--- config.mk ---
export PLATFORM = sky130hd
export DESIGN_NAME = xymodem_block_receiver_top
export DESIGN_NICKNAME = d
export VERILOG_FILES = /design/src/rtl/xmbr_pkg.sv /design/src/rtl/xmbr_out_queue.sv /design/src/rtl/xymodem_block_receiver_top.sv
export SDC_FILE = /design/constraint.sdc
export NUM_CORES = 1
export LEC_CHECK = 0
export ABC_AREA = 1
export BUFFER_PORTS_ARGS = -buffer_cell sky130_fd_sc_hd__clkbuf_2
export CORE_MARGIN = 1
export CORE_UTILIZATION = 25
export CTS_BUF_LIST = sky130_fd_sc_hd__clkbuf_4 sky130_fd_sc_hd__clkbuf_8
export DETAILED_ROUTE_END_ITERATION = 7
export HOLD_SLACK_MARGIN = 0.02
export PLACE_DENSITY_LB_ADDON = 0.3
export SETUP_SLACK_MARGIN = 0.15
export SYNTH_ARGS = -nofsm -noshare
export SYNTH_HDL_FRONTEND = slang
export SYNTH_SLANG_ARGS = --single-unit
--- constraint.sdc ---
create_clock -name i_clk -period 4.4 [get_ports i_clk]
set_clock_uncertainty 0.2 [all_clocks]
set_input_delay 0 -clock i_clk [delete_from_list [all_inputs] [get_ports i_clk]]
set_output_delay 0 -clock i_clk [all_outputs]
set_load 0.01 [all_outputs]
--- src/rtl/xmbr_pkg.sv ---
// package: codes, types and constants for the xymodem block receiver
package xmbr_pkg;

    localparam int LONG_BLOCK    = 1024;
    localparam int SHORT_BLOCK   = 128;
    localparam int START_RETRIES = 30;
    localparam int BLOCK_RETRIES = 10;

    localparam logic [7:0] B_SOH = 8'h01;
    localparam logic [7:0] B_STX = 8'h02;
    localparam logic [7:0] B_EOT = 8'h04;
    localparam logic [7:0] B_ACK = 8'h06;
    localparam logic [7:0] B_NAK = 8'h15;
    localparam logic [7:0] B_CAN = 8'h18;
    localparam logic [7:0] B_C   = 8'h43;

    localparam logic [26:0] SIZE_MAX_BYTES = 27'd67108864;

    localparam logic [1:0] ACT_BYTE    = 2'd0;
    localparam logic [1:0] ACT_TIMEOUT = 2'd1;
    localparam logic [1:0] ACT_START   = 2'd2;

    localparam logic [1:0] KIND_PAYLOAD = 2'd0;
    localparam logic [1:0] KIND_SEND    = 2'd1;
    localparam logic [1:0] KIND_VERDICT = 2'd2;

    localparam logic [2:0] V_GOOD      = 3'd0;
    localparam logic [2:0] V_DUP       = 3'd1;
    localparam logic [2:0] V_HEADER    = 3'd2;
    localparam logic [2:0] V_EOF       = 3'd3;
    localparam logic [2:0] V_CANCEL    = 3'd4;
    localparam logic [2:0] V_ERROR     = 3'd5;
    localparam logic [2:0] V_EXHAUSTED = 3'd6;

    localparam logic [2:0] CFG_CRC   = 3'd0;
    localparam logic [2:0] CFG_YMOD  = 3'd1;
    localparam logic [2:0] CFG_LIMIT = 3'd2;

    typedef enum logic [6:0] {
        PH_IDLE = 7'b0000001,
        PH_WAIT = 7'b0000010,
        PH_SEQ  = 7'b0000100,
        PH_CMPL = 7'b0001000,
        PH_DATA = 7'b0010000,
        PH_THI  = 7'b0100000,
        PH_TLO  = 7'b1000000
    } t_phase;

    typedef struct packed {
        logic [1:0] kind;
        logic [7:0] data;
        logic       keep;
        logic [9:0] offset;
        logic [2:0] verdict;
    } t_result;

    typedef struct packed {
        logic [1:0] count;
        t_result    r0;
        t_result    r1;
        t_result    r2;
    } t_result_set;

    function automatic logic [15:0] crc_update(input logic [15:0] crc, input logic [7:0] b);
        logic [15:0] c;
        c = crc ^ {b, 8'h00};
        for (int i = 0; i < 8; i++) begin
            c = c[15] ? ((c << 1) ^ 16'h1021) : (c << 1);
        end
        return c;
    endfunction

endpackage

--- src/rtl/xmbr_out_queue.sv ---
// output queue: holds up to three results of one transaction and delivers them one by one
module xmbr_out_queue (
    input  logic                 i_clk,
    input  logic                 i_rst_n,
    input  logic                 i_load,
    input  xmbr_pkg::t_result_set i_set,
    output logic                 o_can_load,
    output logic                 o_valid,
    input  logic                 i_ready,
    output xmbr_pkg::t_result    o_res,
    output logic                 o_last
);
    logic [1:0]        r_cnt;
    logic [1:0]        r_idx;
    xmbr_pkg::t_result r_q [3];
    logic              w_pop;

    assign o_valid = (r_cnt != 2'd0);
    assign w_pop = o_valid && i_ready;
    assign o_can_load = !o_valid || (w_pop && r_cnt == 2'd1);
    assign o_res = r_q[r_idx];
    assign o_last = (r_cnt == 2'd1);

    always_ff @(posedge i_clk) begin
        if (!i_rst_n) begin
            r_cnt <= 2'd0;
            r_idx <= 2'd0;
        end else if (i_load && o_can_load) begin
            r_cnt <= i_set.count;
            r_idx <= 2'd0;
        end else if (w_pop) begin
            r_cnt <= r_cnt - 2'd1;
            r_idx <= r_idx + 2'd1;
        end
    end

    always_ff @(posedge i_clk) begin
        if (i_load && o_can_load) begin
            r_q[0] <= i_set.r0;
            r_q[1] <= i_set.r1;
            r_q[2] <= i_set.r2;
        end
    end
endmodule

--- src/rtl/xymodem_block_receiver_top.sv ---
// top level: xymodem block receiver with crc-16 or sum trailer check
//  channel | signals                                      | dir
//  input   | i_valid/o_ready, i_action, i_rx_byte          | in
//  output  | o_valid/i_ready, o_out_kind .. o_last        | out
//  config  | i_cfg_we, i_cfg_index, i_cfg_data             | in
// one transaction per cycle while o_ready is high; its results (zero to three) are delivered
// one per cycle from the output queue while i_ready is high, so rate is set by results per item on the output side
// synchronous active-low reset puts the receiver in idle, registers at defaults
// input stalls only while the output queue still holds undelivered results
module xymodem_block_receiver_top #(
    parameter int LONG_BLOCK    = xmbr_pkg::LONG_BLOCK,
    parameter int START_RETRIES = xmbr_pkg::START_RETRIES,
    parameter int BLOCK_RETRIES = xmbr_pkg::BLOCK_RETRIES
) (
    input  logic        i_clk,
    input  logic        i_rst_n,
    input  logic        i_valid,
    output logic        o_ready,
    input  logic [1:0]  i_action,
    input  logic [7:0]  i_rx_byte,
    output logic        o_valid,
    input  logic        i_ready,
    output logic [1:0]  o_out_kind,
    output logic [7:0]  o_out_byte,
    output logic        o_keep,
    output logic [9:0]  o_byte_offset,
    output logic [2:0]  o_verdict,
    output logic        o_last,
    input  logic        i_cfg_we,
    input  logic [1:0]  i_cfg_index,
    input  logic [26:0] i_cfg_data
);
    localparam logic [10:0] LONG_LEN  = 11'(LONG_BLOCK);
    localparam logic [10:0] SHORT_LEN = 11'(xmbr_pkg::SHORT_BLOCK);
    localparam logic [4:0]  START_R   = 5'(START_RETRIES);
    localparam logic [4:0]  BLOCK_R   = 5'(BLOCK_RETRIES);

    logic        r_crc_mode, n_crc_mode;
    logic        r_ymodem, n_ymodem;
    logic [26:0] r_limit, n_limit;
    xmbr_pkg::t_phase r_phase, n_phase;
    logic [10:0] r_blen, n_blen;
    logic [10:0] r_left, n_left;
    logic [7:0]  r_seq, n_seq;
    logic [7:0]  r_cmpl, n_cmpl;
    logic [15:0] r_crc, n_crc;
    logic [7:0]  r_sum, n_sum;
    logic [7:0]  r_thi, n_thi;
    logic [7:0]  r_expect, n_expect;
    logic        r_await, n_await;
    logic [7:0]  r_sync, n_sync;
    logic [4:0]  r_retries, n_retries;
    logic [26:0] r_rcvd, n_rcvd;

    xmbr_pkg::t_result_set w_set;
    xmbr_pkg::t_result     w_res;
    logic w_can_load, w_go;

    assign o_ready = w_can_load;
    assign w_go = i_valid && w_can_load;

    function automatic xmbr_pkg::t_result mk(input logic [1:0] k, input logic [7:0] d,
                                             input logic [2:0] v);
        xmbr_pkg::t_result r;
        r.kind = k;
        r.data = d;
        r.keep = 1'b0;
        r.offset = 10'd0;
        r.verdict = v;
        return r;
    endfunction

    always_comb begin
        logic        ok;
        logic [15:0] tw;
        logic [26:0] lim;
        logic [26:0] room;
        logic [10:0] off;
        logic [27:0] pos;
        n_crc_mode = r_crc_mode;
        n_ymodem = r_ymodem;
        n_limit = r_limit;
        n_phase = r_phase;
        n_blen = r_blen;
        n_left = r_left;
        n_seq = r_seq;
        n_cmpl = r_cmpl;
        n_crc = r_crc;
        n_sum = r_sum;
        n_thi = r_thi;
        n_expect = r_expect;
        n_await = r_await;
        n_sync = r_sync;
        n_retries = r_retries;
        n_rcvd = r_rcvd;
        w_set = '0;
        ok = 1'b0;
        tw = {r_thi, i_rx_byte};
        lim = r_await ? xmbr_pkg::SIZE_MAX_BYTES : r_limit;
        room = r_limit - r_rcvd;
        off = r_blen - r_left;
        pos = {1'b0, r_rcvd} + {17'd0, off};
        if (i_cfg_we) begin
            case (i_cfg_index)
                xmbr_pkg::CFG_CRC[1:0]:   n_crc_mode = i_cfg_data[0];
                xmbr_pkg::CFG_YMOD[1:0]:  n_ymodem = i_cfg_data[0];
                xmbr_pkg::CFG_LIMIT[1:0]: n_limit = i_cfg_data;
                default: ;
            endcase
        end
        if (w_go) begin
            if (i_action == xmbr_pkg::ACT_START) begin
                n_expect = r_ymodem ? 8'd0 : 8'd1;
                n_await = r_ymodem;
                n_sync = r_crc_mode ? xmbr_pkg::B_C : xmbr_pkg::B_NAK;
                n_retries = START_R;
                n_rcvd = '0;
                n_phase = xmbr_pkg::PH_WAIT;
                w_set.count = 2'd1;
                w_set.r0 = mk(xmbr_pkg::KIND_SEND, n_sync, 3'd0);
            end else if (i_action == xmbr_pkg::ACT_TIMEOUT) begin
                if (r_phase != xmbr_pkg::PH_IDLE) begin
                    if (r_retries <= 5'd1) begin
                        n_retries = '0;
                        n_phase = xmbr_pkg::PH_IDLE;
                        w_set.count = 2'd3;
                        w_set.r0 = mk(xmbr_pkg::KIND_SEND, xmbr_pkg::B_CAN, 3'd0);
                        w_set.r1 = mk(xmbr_pkg::KIND_SEND, xmbr_pkg::B_CAN, 3'd0);
                        w_set.r2 = mk(xmbr_pkg::KIND_VERDICT, 8'd0, xmbr_pkg::V_EXHAUSTED);
                    end else begin
                        n_retries = r_retries - 5'd1;
                        n_phase = xmbr_pkg::PH_WAIT;
                        w_set.count = 2'd1;
                        w_set.r0 = mk(xmbr_pkg::KIND_SEND, r_sync, 3'd0);
                    end
                end
            end else if (i_action == xmbr_pkg::ACT_BYTE) begin
                unique case (r_phase)
                    xmbr_pkg::PH_WAIT: begin
                        if (i_rx_byte == xmbr_pkg::B_STX || i_rx_byte == xmbr_pkg::B_SOH) begin
                            n_blen = (i_rx_byte == xmbr_pkg::B_STX) ? LONG_LEN : SHORT_LEN;
                            n_phase = xmbr_pkg::PH_SEQ;
                        end else if (i_rx_byte == xmbr_pkg::B_CAN) begin
                            n_phase = xmbr_pkg::PH_IDLE;
                            w_set.count = 2'd1;
                            w_set.r0 = mk(xmbr_pkg::KIND_VERDICT, 8'd0, xmbr_pkg::V_CANCEL);
                        end else if (i_rx_byte == xmbr_pkg::B_EOT) begin
                            n_expect = r_ymodem ? 8'd0 : 8'd1;
                            n_await = r_ymodem;
                            n_sync = r_crc_mode ? xmbr_pkg::B_C : xmbr_pkg::B_NAK;
                            w_set.r0 = mk(xmbr_pkg::KIND_SEND, xmbr_pkg::B_ACK, 3'd0);
                            if (r_ymodem) begin
                                w_set.count = 2'd3;
                                w_set.r1 = mk(xmbr_pkg::KIND_SEND, n_sync, 3'd0);
                                w_set.r2 = mk(xmbr_pkg::KIND_VERDICT, 8'd0, xmbr_pkg::V_EOF);
                            end else begin
                                n_phase = xmbr_pkg::PH_IDLE;
                                w_set.count = 2'd2;
                                w_set.r1 = mk(xmbr_pkg::KIND_VERDICT, 8'd0, xmbr_pkg::V_EOF);
                            end
                        end
                    end
                    xmbr_pkg::PH_SEQ: begin
                        n_seq = i_rx_byte;
                        n_phase = xmbr_pkg::PH_CMPL;
                    end
                    xmbr_pkg::PH_CMPL: begin
                        n_cmpl = i_rx_byte;
                        n_left = r_blen;
                        n_crc = '0;
                        n_sum = '0;
                        n_thi = '0;
                        n_phase = xmbr_pkg::PH_DATA;
                    end
                    xmbr_pkg::PH_DATA: begin
                        w_set.count = 2'd1;
                        w_set.r0 = mk(xmbr_pkg::KIND_PAYLOAD, i_rx_byte, 3'd0);
                        w_set.r0.keep = (pos < {1'b0, lim});
                        w_set.r0.offset = off[9:0];
                        n_crc = xmbr_pkg::crc_update(r_crc, i_rx_byte);
                        n_sum = r_sum + i_rx_byte;
                        n_left = r_left - 11'd1;
                        if (r_left == 11'd1) begin
                            n_phase = r_crc_mode ? xmbr_pkg::PH_THI : xmbr_pkg::PH_TLO;
                        end
                    end
                    xmbr_pkg::PH_THI: begin
                        n_thi = i_rx_byte;
                        n_phase = xmbr_pkg::PH_TLO;
                    end
                    xmbr_pkg::PH_TLO: begin
                        ok = r_crc_mode ? (tw == r_crc) : (i_rx_byte == r_sum);
                        n_phase = xmbr_pkg::PH_WAIT;
                        if (r_seq != ~r_cmpl || !ok
                            || (r_seq != (r_expect - 8'd1) && r_seq != r_expect
                                && !(r_await && r_seq == 8'd1))) begin
                            n_phase = xmbr_pkg::PH_IDLE;
                            w_set.count = 2'd3;
                            w_set.r0 = mk(xmbr_pkg::KIND_SEND, xmbr_pkg::B_CAN, 3'd0);
                            w_set.r1 = mk(xmbr_pkg::KIND_SEND, xmbr_pkg::B_CAN, 3'd0);
                            w_set.r2 = mk(xmbr_pkg::KIND_VERDICT, 8'd0, xmbr_pkg::V_ERROR);
                        end else if (r_seq == (r_expect - 8'd1)) begin
                            n_sync = xmbr_pkg::B_ACK;
                            w_set.count = 2'd2;
                            w_set.r0 = mk(xmbr_pkg::KIND_SEND, xmbr_pkg::B_ACK, 3'd0);
                            w_set.r1 = mk(xmbr_pkg::KIND_VERDICT, 8'd0, xmbr_pkg::V_DUP);
                        end else if (r_seq != r_expect) begin
                            // fallback to xmodem: block 1 while header expected
                            n_expect = 8'd2;
                            n_await = 1'b0;
                            n_ymodem = 1'b0;
                            n_limit = xmbr_pkg::SIZE_MAX_BYTES;
                            n_retries = BLOCK_R;
                            n_sync = xmbr_pkg::B_ACK;
                            n_rcvd = (r_rcvd < xmbr_pkg::SIZE_MAX_BYTES)
                                ? ((({16'd0, r_blen} < xmbr_pkg::SIZE_MAX_BYTES - r_rcvd)
                                    ? r_rcvd + {16'd0, r_blen} : xmbr_pkg::SIZE_MAX_BYTES))
                                : r_rcvd;
                            w_set.count = 2'd2;
                            w_set.r0 = mk(xmbr_pkg::KIND_SEND, xmbr_pkg::B_ACK, 3'd0);
                            w_set.r1 = mk(xmbr_pkg::KIND_VERDICT, 8'd0, xmbr_pkg::V_GOOD);
                        end else if (r_await) begin
                            n_await = 1'b0;
                            n_expect = 8'd1;
                            n_rcvd = '0;
                            w_set.count = 2'd3;
                            w_set.r0 = mk(xmbr_pkg::KIND_SEND, xmbr_pkg::B_ACK, 3'd0);
                            w_set.r1 = mk(xmbr_pkg::KIND_SEND, r_sync, 3'd0);
                            w_set.r2 = mk(xmbr_pkg::KIND_VERDICT, 8'd0, xmbr_pkg::V_HEADER);
                        end else begin
                            n_retries = BLOCK_R;
                            n_sync = xmbr_pkg::B_ACK;
                            if (r_rcvd < r_limit) begin
                                n_rcvd = ({16'd0, r_blen} < room)
                                    ? r_rcvd + {16'd0, r_blen} : r_limit;
                            end
                            n_expect = r_expect + 8'd1;
                            w_set.count = 2'd2;
                            w_set.r0 = mk(xmbr_pkg::KIND_SEND, xmbr_pkg::B_ACK, 3'd0);
                            w_set.r1 = mk(xmbr_pkg::KIND_VERDICT, 8'd0, xmbr_pkg::V_GOOD);
                        end
                    end
                    default: ;
                endcase
            end
        end
    end

    always_ff @(posedge i_clk) begin
        if (!i_rst_n) begin
            r_crc_mode <= 1'b1;
            r_ymodem <= 1'b0;
            r_limit <= xmbr_pkg::SIZE_MAX_BYTES;
            r_phase <= xmbr_pkg::PH_IDLE;
            r_blen <= '0;
            r_left <= '0;
            r_seq <= '0;
            r_cmpl <= '0;
            r_crc <= '0;
            r_sum <= '0;
            r_thi <= '0;
            r_expect <= '0;
            r_await <= 1'b0;
            r_sync <= xmbr_pkg::B_C;
            r_retries <= START_R;
            r_rcvd <= '0;
        end else begin
            r_crc_mode <= n_crc_mode;
            r_ymodem <= n_ymodem;
            r_limit <= n_limit;
            r_phase <= n_phase;
            r_blen <= n_blen;
            r_left <= n_left;
            r_seq <= n_seq;
            r_cmpl <= n_cmpl;
            r_crc <= n_crc;
            r_sum <= n_sum;
            r_thi <= n_thi;
            r_expect <= n_expect;
            r_await <= n_await;
            r_sync <= n_sync;
            r_retries <= n_retries;
            r_rcvd <= n_rcvd;
        end
    end

    xmbr_out_queue u_queue (
        .i_clk      (i_clk),
        .i_rst_n    (i_rst_n),
        .i_load     (w_go),
        .i_set      (w_set),
        .o_can_load (w_can_load),
        .o_valid    (o_valid),
        .i_ready    (i_ready),
        .o_res      (w_res),
        .o_last     (o_last)
    );

    assign o_out_kind = w_res.kind;
    assign o_out_byte = w_res.data;
    assign o_keep = w_res.keep;
    assign o_byte_offset = w_res.offset;
    assign o_verdict = w_res.verdict;
endmodule

==> impl_metrics.py, run 1 <==
metrics = {
    "run_status": {
        "outcome": "finished clean",
    },
    "floorplanning": {
        "start_util": 0.252,
        "die_area_mm2": 0.0618,
        "die-height_um": 249,
        "die_x_um": 249,
        "ios": 71,
        "design.core.area_mm2": 0.0602,
        "rows": 90,
    },
    "finish": {
        "areaGrowthSynthToFinish_pct": 19.4,
        "layout-drive-gt1-share": 0.117,
        "nNetsFinal": 2696,
        "post-route-util": 0.301,
    },
    "worst_setup_path": {
        "cpPeakStageDelay_ns": 0.42,
        "crit_type": "register to register",
        "required_ns": 4.48,
        "slowest_stage": "or3_4",
        "worst_setup_path_start_kind": "register",
        "critPathArrivalTime_ns": 4.25,
        "crit_path_max_fanout": 4,
        "cp-end-kind": "register",
        "crit_top_cell": "nand2_1",
    },
    "sta": {
        "fmax_mhz": 240,
        "setup_viol_count_final": 0,
        "slew_headroom": 0.211,
        "grt_setup_unrepaired": "true",
        "period_needed_ns": 4.16,
        "final_hold_viol_count": 0,
        "finalSetupTns_ns": 0,
        "finalCritPeriodShare": 0.946,
        "finalMaxSlewViolations": 0,
        "tightest_slew_ns": 1.18,
    },
    "placement": {
        "io_buffers": 70,
        "dpl.hpwl_um": 40500,
        "place_congestion": 0.959,
    },
    "power": {
        "power_switching_w": 0.00180,
        "clkPwrFrac": 0.271,
        "p_sw_frac": 0.383,
        "total_power_w": 0.00470,
        "p_int_w": 0.00290,
        "leakage_nw": 8.82,
        "pwr-share-comb": 0.320,
        "p_seq_frac": 0.408,
        "peakVddDrop_uv": 161,
        "power_density_mw_per_mm2": 259,
    },
    "global_routing": {
        "antenna_found_initial": 1,
        "grt_pass1_wl_um": 83700,
        "grt_pass1_vias": 14700,
        "gr-total-overflow": 0,
        "grt_max_degree": 57,
        "groute.usage.overall": 0.171,
    },
    "detailed_routing": {
        "vias_per_cell": 4.68,
        "wire_per_inst_um": 15.8,
        "drc": 0,
        "drtIter0Drc": 1193,
        "via_count": 15700,
        "drt_first_pass_iters": 8,
        "ant_nets": 0,
        "postRouteWirelength_um": 53100,
    },
    "clock_tree": {
        "cts_root_buffer": "clkbuf_8",
        "cts_tree": "yes",
        "htree_levels": 4,
        "clock_sinks": 182,
        "clk_latency_ns": 0.53,
        "path_clk_slew_ns": 0.11,
        "clockBufferDepth": 2,
        "numCtsBuffers": 17,
    },
    "synthesis": {
        "synthesis.nets": 2526,
        "ys_seq_area_frac": 0.261,
        "synth_flop_cell": "dfxtp_1",
        "syn_inst": 2383,
        "ys_warn_count": 0,
        "synth.avg_cell_area_um2": 6.38,
        "synth_edf_count": 33,
        "ys_ff_latch": 182,
        "ys_types": 61,
        "synth-async-reset-ratio": 0,
        "syn_area_mm2": 0.0152,
    },
    "worst_hold_path": {
        "hold_class": "primary input to register",
    },
    "job": {
        "drv_cap": 0,
    },
}
-- kinds of logic after synthesis --
| group | Yosys count | synth area share |
|---|---|---|
| compound gates | 334 | 0.122 |
| buf+inv | 393 | 0.101 |
| simple gates | 1247 | 0.359 |
| xor+xnor | 128 | 0.0738 |
| fa+ha+maj | 99 | 0.0830 |
| flops | 182 | 0.261 |
-- power by group through the flow --
stage | clock network [W] | logic [W] | registers, W
floorplan | 0 | 0.000962 | 0.00193
global placement | 0 | 0.00144 | 0.00196
detailed placement | 0 | 0.00143 | 0.00195
CTS | 0.00131 | 0.00149 | 0.00192
global route | 0.00138 | 0.00168 | 0.00193
finish | 0.00128 | 0.00150 | 0.00192
-- critical path, delay by kind of cell (launching register included) --
| kind | cells | cell delay [ns] |
|---|---|---|
| AO/OA/AOI/OAI | 3 | 0.28 |
| XOR/XNOR | 2 | 0.36 |
| adder cells (fa/ha/maj) | 2 | 0.62 |
| buffers and inverters | 3 | 0.25 |
| flip-flops | 1 | 0.35 |
| AND/OR/NAND/NOR | 20 | 1.88 |
-- stage by stage --
stage | hold slack, ns | setup WS, ns | cells | area (µm²)
6_report | 0.114 | 0.237 | 3349 | 18200
3_3_place_gp | 0.0830 | 0.0498 | 3235 | 16800
3_5_place_dp | 0.0835 | -0.0904 | 3235 | 16800
2_1_floorplan | -0.0779 | 0.298 | 2383 | 15200
4_1_cts | 0.109 | 0.146 | 3345 | 18000
5_1_grt | 0.174 | -0.0691 | 3349 | 18200
-- flip-flops by register name (all words and copies together), names as in the netlist, 2 cells and up, named ones only --
register and cells:
u_queue.r_q 33, r_limit 27, r_rcvd 27, r_crc 16, r_left 11, r_cmpl 8, r_expect 8, r_seq 8
r_sum 8, r_thi 8, r_phase 7, r_retries 5, r_sync 5, r_blen 2, u_queue.r_cnt 2, u_queue.r_idx 2
-- per-layer routing --
layer | track usage | part of all wire | up-vias | routed length (µm)
met5 | 0 | 0 | - | 0
met4 | 0.0488 | 0.019 | 0 | 993
met3 | 0.0189 | 0.049 | 50 | 2620
met2 | 0.272 | 0.44 | 410 | 23500
met1 | 0.243 | 0.49 | 7157 | 25900
li1 | - | - | 8046 | -
-- path summary, 6_finish.rpt --
kind	start	to	slack (ns)	cells after the start
hold / removal	i_cfg_index[0]	r_limit[9]$_SDFF_PN0_	0.11	5
setup / recovery	r_left[1]$_SDFFE_PN0P_	u_queue.r_q[0][13]$_SDFFCE_PP0P_	0.24	30
hold reg to reg	r_sum[4]$_SDFFE_PN0P_	r_sum[4]$_SDFFE_PN0P_	0.27	2
setup reg to reg	r_left[1]$_SDFFE_PN0P_	u_queue.r_q[0][13]$_SDFFCE_PP0P_	0.24	30
-- what timing repair did --
item                                    CTS  global route
endpoints found under the hold margin   107             0
pin swaps                                 5            17
gates cloned                              0             0
setup buffers                             6             3
hold buffers                             72             0
resized for setup                        16            31
endpoints found under the setup margin    1            14
-- cells in the final DEF, fill, tap and decap left out, types with 4 or more instances in the layout --
cell and instances:
nand2_1 604, inv_1 298, nor2_1 293, a21oi_1 155, dfxtp_1 147, nand3_1 132
o21ai_0 98, ha_1 94, xor2_1 91, buf_4 82, dlygate4sd3_1 72, clkbuf_2 70
nand4_1 58, nor3_1 56, xnor2_1 34, edfxtp_1 33, nor2_2 19, clkbuf_8 18
nor4_1 14, inv_2 12, o21ai_1 12, or2_2 12, nand2_2 11, nor3_2 10
a31oi_1 10, a211oi_1 10, a21oi_2 10, a22o_1 8, clkinv_1 7, nand3b_1 7
nand3_2 6, o211ai_1 4, a2111oi_0 4
-- layout make-up --
cell class / instances / area (µm²)
Sequential cell: 182 / 3980
Clock buffer: 19 / 255
Timing Repair Buffer: 225 / 1700
Fill cell: 6722 / 42100
Multi-Input combinational cell: 1808 / 9880
Inverter: 319 / 1200
Clock inverter: 13 / 164
Tap cell: 782 / 978
Antenna cell: 1 / 2.50
-- cell usage after synthesis, drive strengths merged (25+ instances only) --
library cell	instances	share of area
nand3	141	0.050
edfxtp	33	0.065
ha	96	0.079
nor3	67	0.025
clkbuf	49	0.012
o21ai	113	0.037
a21oi	165	0.057
nor2	317	0.084
xnor2	35	0.020
xor2	93	0.054
nand2	617	0.15
inv	312	0.077
dfxtp	149	0.20
nand4	59	0.025
buf	25	0.0096
(Power assumes the default switching activity.)
==> run 2: changes to the inputs <==
Settings changed: PLACE_DENSITY_LB_ADDON 0.3 to unset.
==> impl_metrics.py, run 2 (synthesis gave the netlist of run 1 again) <==
metrics = {
    "power": {
        "leakage_nw": 8.73,
        "peakVddDrop_uv": 191,
        "total_power_w": 0.00476,
        "power_density_mw_per_mm2": 263,
    },
    "detailed_routing": {
        "wire_per_inst_um": 15.5,
        "drt_first_pass_iters": 8,
        "vias_per_cell": 4.75,
        "postRouteWirelength_um": 51700,
        "via_count": 15900,
        "drtIter0Drc": 1263,
        "ant_nets": 0,
        "drc": 1,
    },
    "worst_setup_path": {
        "worst_setup_path_start_kind": "register",
        "slowest_stage": "or3_4",
        "crit_path_max_fanout": 4,
        "crit_type": "register to register",
        "cp-end-kind": "register",
        "critPathArrivalTime_ns": 4.36,
        "cpPeakStageDelay_ns": 0.37,
        "required_ns": 4.61,
        "crit_top_cell": "nand2_1",
    },
    "clock_tree": {
        "cts_root_buffer": "clkbuf_8",
        "htree_levels": 4,
        "cts_tree": "yes",
        "clockBufferDepth": 2,
        "numCtsBuffers": 17,
        "path_clk_slew_ns": 0.11,
        "clock_sinks": 182,
        "clk_latency_ns": 0.54,
    },
    "global_routing": {
        "groute.usage.overall": 0.166,
        "grt_max_degree": 60,
        "grt_pass1_vias": 14600,
        "antenna_found_initial": 1,
        "gr-total-overflow": 0,
        "grt_pass1_wl_um": 82000,
    },
    "floorplanning": {
        "start_util": 0.252,
        "design.core.area_mm2": 0.0602,
        "rows": 90,
        "die-height_um": 249,
        "die_area_mm2": 0.0618,
        "die_x_um": 249,
        "ios": 71,
    },
    "placement": {
        "placed_cells": 3226,
        "io_buffers": 70,
        "place_congestion": 0.986,
        "dpl_cell_area_mm2": 0.0167,
        "dpl.hpwl_um": 39500,
    },
    "sta": {
        "finalCritPeriodShare": 0.944,
        "finalMaxSlewViolations": 0,
        "slew_headroom": 0.355,
        "tightest_slew_ns": 0.966,
        "grt_setup_unrepaired": "true",
        "setup_viol_count_final": 0,
        "final_hold_viol_count": 0,
        "fmax_mhz": 241,
        "period_needed_ns": 4.15,
    },
    "run_status": {
        "violations": "DRC",
        "outcome": "complete, but fails checks",
    },
    "finish": {
        "top_regs": "u_queue.r_q x33, r_limit x27, r_rcvd x27",
        "fin_cells": 3340,
        "layout-drive-gt1-share": 0.117,
        "fillers": 6526,
        "largest_reg_flops": 33,
        "areaGrowthSynthToFinish_pct": 19.1,
        "top_register": "u_queue.r_q",
        "nNetsFinal": 2687,
        "final_cell_mix": "nand2_1, inv_1, nor2_1",
        "finalInstanceArea_mm2": 0.0181,
        "layout_commonest_cell": "nand2_1",
    },
    "worst_hold_path": {
        "hold_class": "primary input to register",
    },
    "job": {
        "drv_cap": 0,
    },
}
==> run 2: worst paths after layout <==
kind                                              from                                to  slack (ns)  depth (start not counted)
worst max-delay path            r_left[1]$_SDFFE_PN0P_  u_queue.r_q[0][13]$_SDFFCE_PP0P_        0.25                         29
worst min-delay path                    i_cfg_index[0]             r_limit[3]$_SDFF_PN0_        0.09                          6
worst max register to register  r_left[1]$_SDFFE_PN0P_  u_queue.r_q[0][13]$_SDFFCE_PP0P_        0.25                         29
worst min register to register   r_sum[3]$_SDFFE_PN0P_             r_sum[3]$_SDFFE_PN0P_        0.27                          2
==> run 2: what timing repair did <==
item / 4_1_cts / 5_1_grt
pin swaps: 9 / 16
setup endpoints to repair: 1 / 8
hold endpoints to repair: 97 / 0
buffers inserted: 10 / 4
hold buffers: 67 / 0
gates resized for setup: 16 / 32
==> run 2: metrics by stage <==
stage | setup slack [ns] | hold WS [ns] | setup TNS [ns] | util
after floorplan | 0.298 | -0.0779 | 0 | -
after global placement | 0.0417 | 0.0320 | 0 | 0.277
after detailed placement | -0.0604 | 0.0309 | -0.0604 | 0.277
after CTS | 0.159 | 0.0817 | 0 | 0.297
after global routing | -0.0363 | 0.124 | -0.0363 | 0.300
final | 0.247 | 0.0924 | 0 | 0.300
==> run 2: power by group <==
part           total, W  switching [W]  leakage [nW]  internal, W
registers       0.00192      0.0000763          1.53      0.00184
logic           0.00151       0.000996          6.98     0.000509
clock network   0.00134       0.000741         0.221     0.000596
==> run 2: layout make-up <==
cell class                 instances  area (µm²)  share of cell area
antenna                            1        2.50            0.000138
clock buffer                      19         249              0.0138
clock inverter                    13         188              0.0104
inverter                         319        1200              0.0662
multi-input combinational       1808        9890               0.547
sequential                       182        3980               0.220
tap                              782         978              0.0541
timing repair buffer             216        1610              0.0892
==> run 2: critical path: cells and delay by family (launching register included) <==
family / cells / cell delay [ns]
compound gates: 4 / 0.64
xor+xnor: 2 / 0.32
fa+ha+maj: 2 / 0.58
buf+inv: 2 / 0.20
flops: 1 / 0.35
simple gates: 19 / 1.73
==> run 2: metal layers <==
layer  vias up  wire length (µm)  global-route usage
met5         -                 0                   0
met4         0              1540              0.0660
met3        87              2730              0.0216
met2       489             22800               0.262
met1      7232             24600               0.229
li1       8049                 -                   -
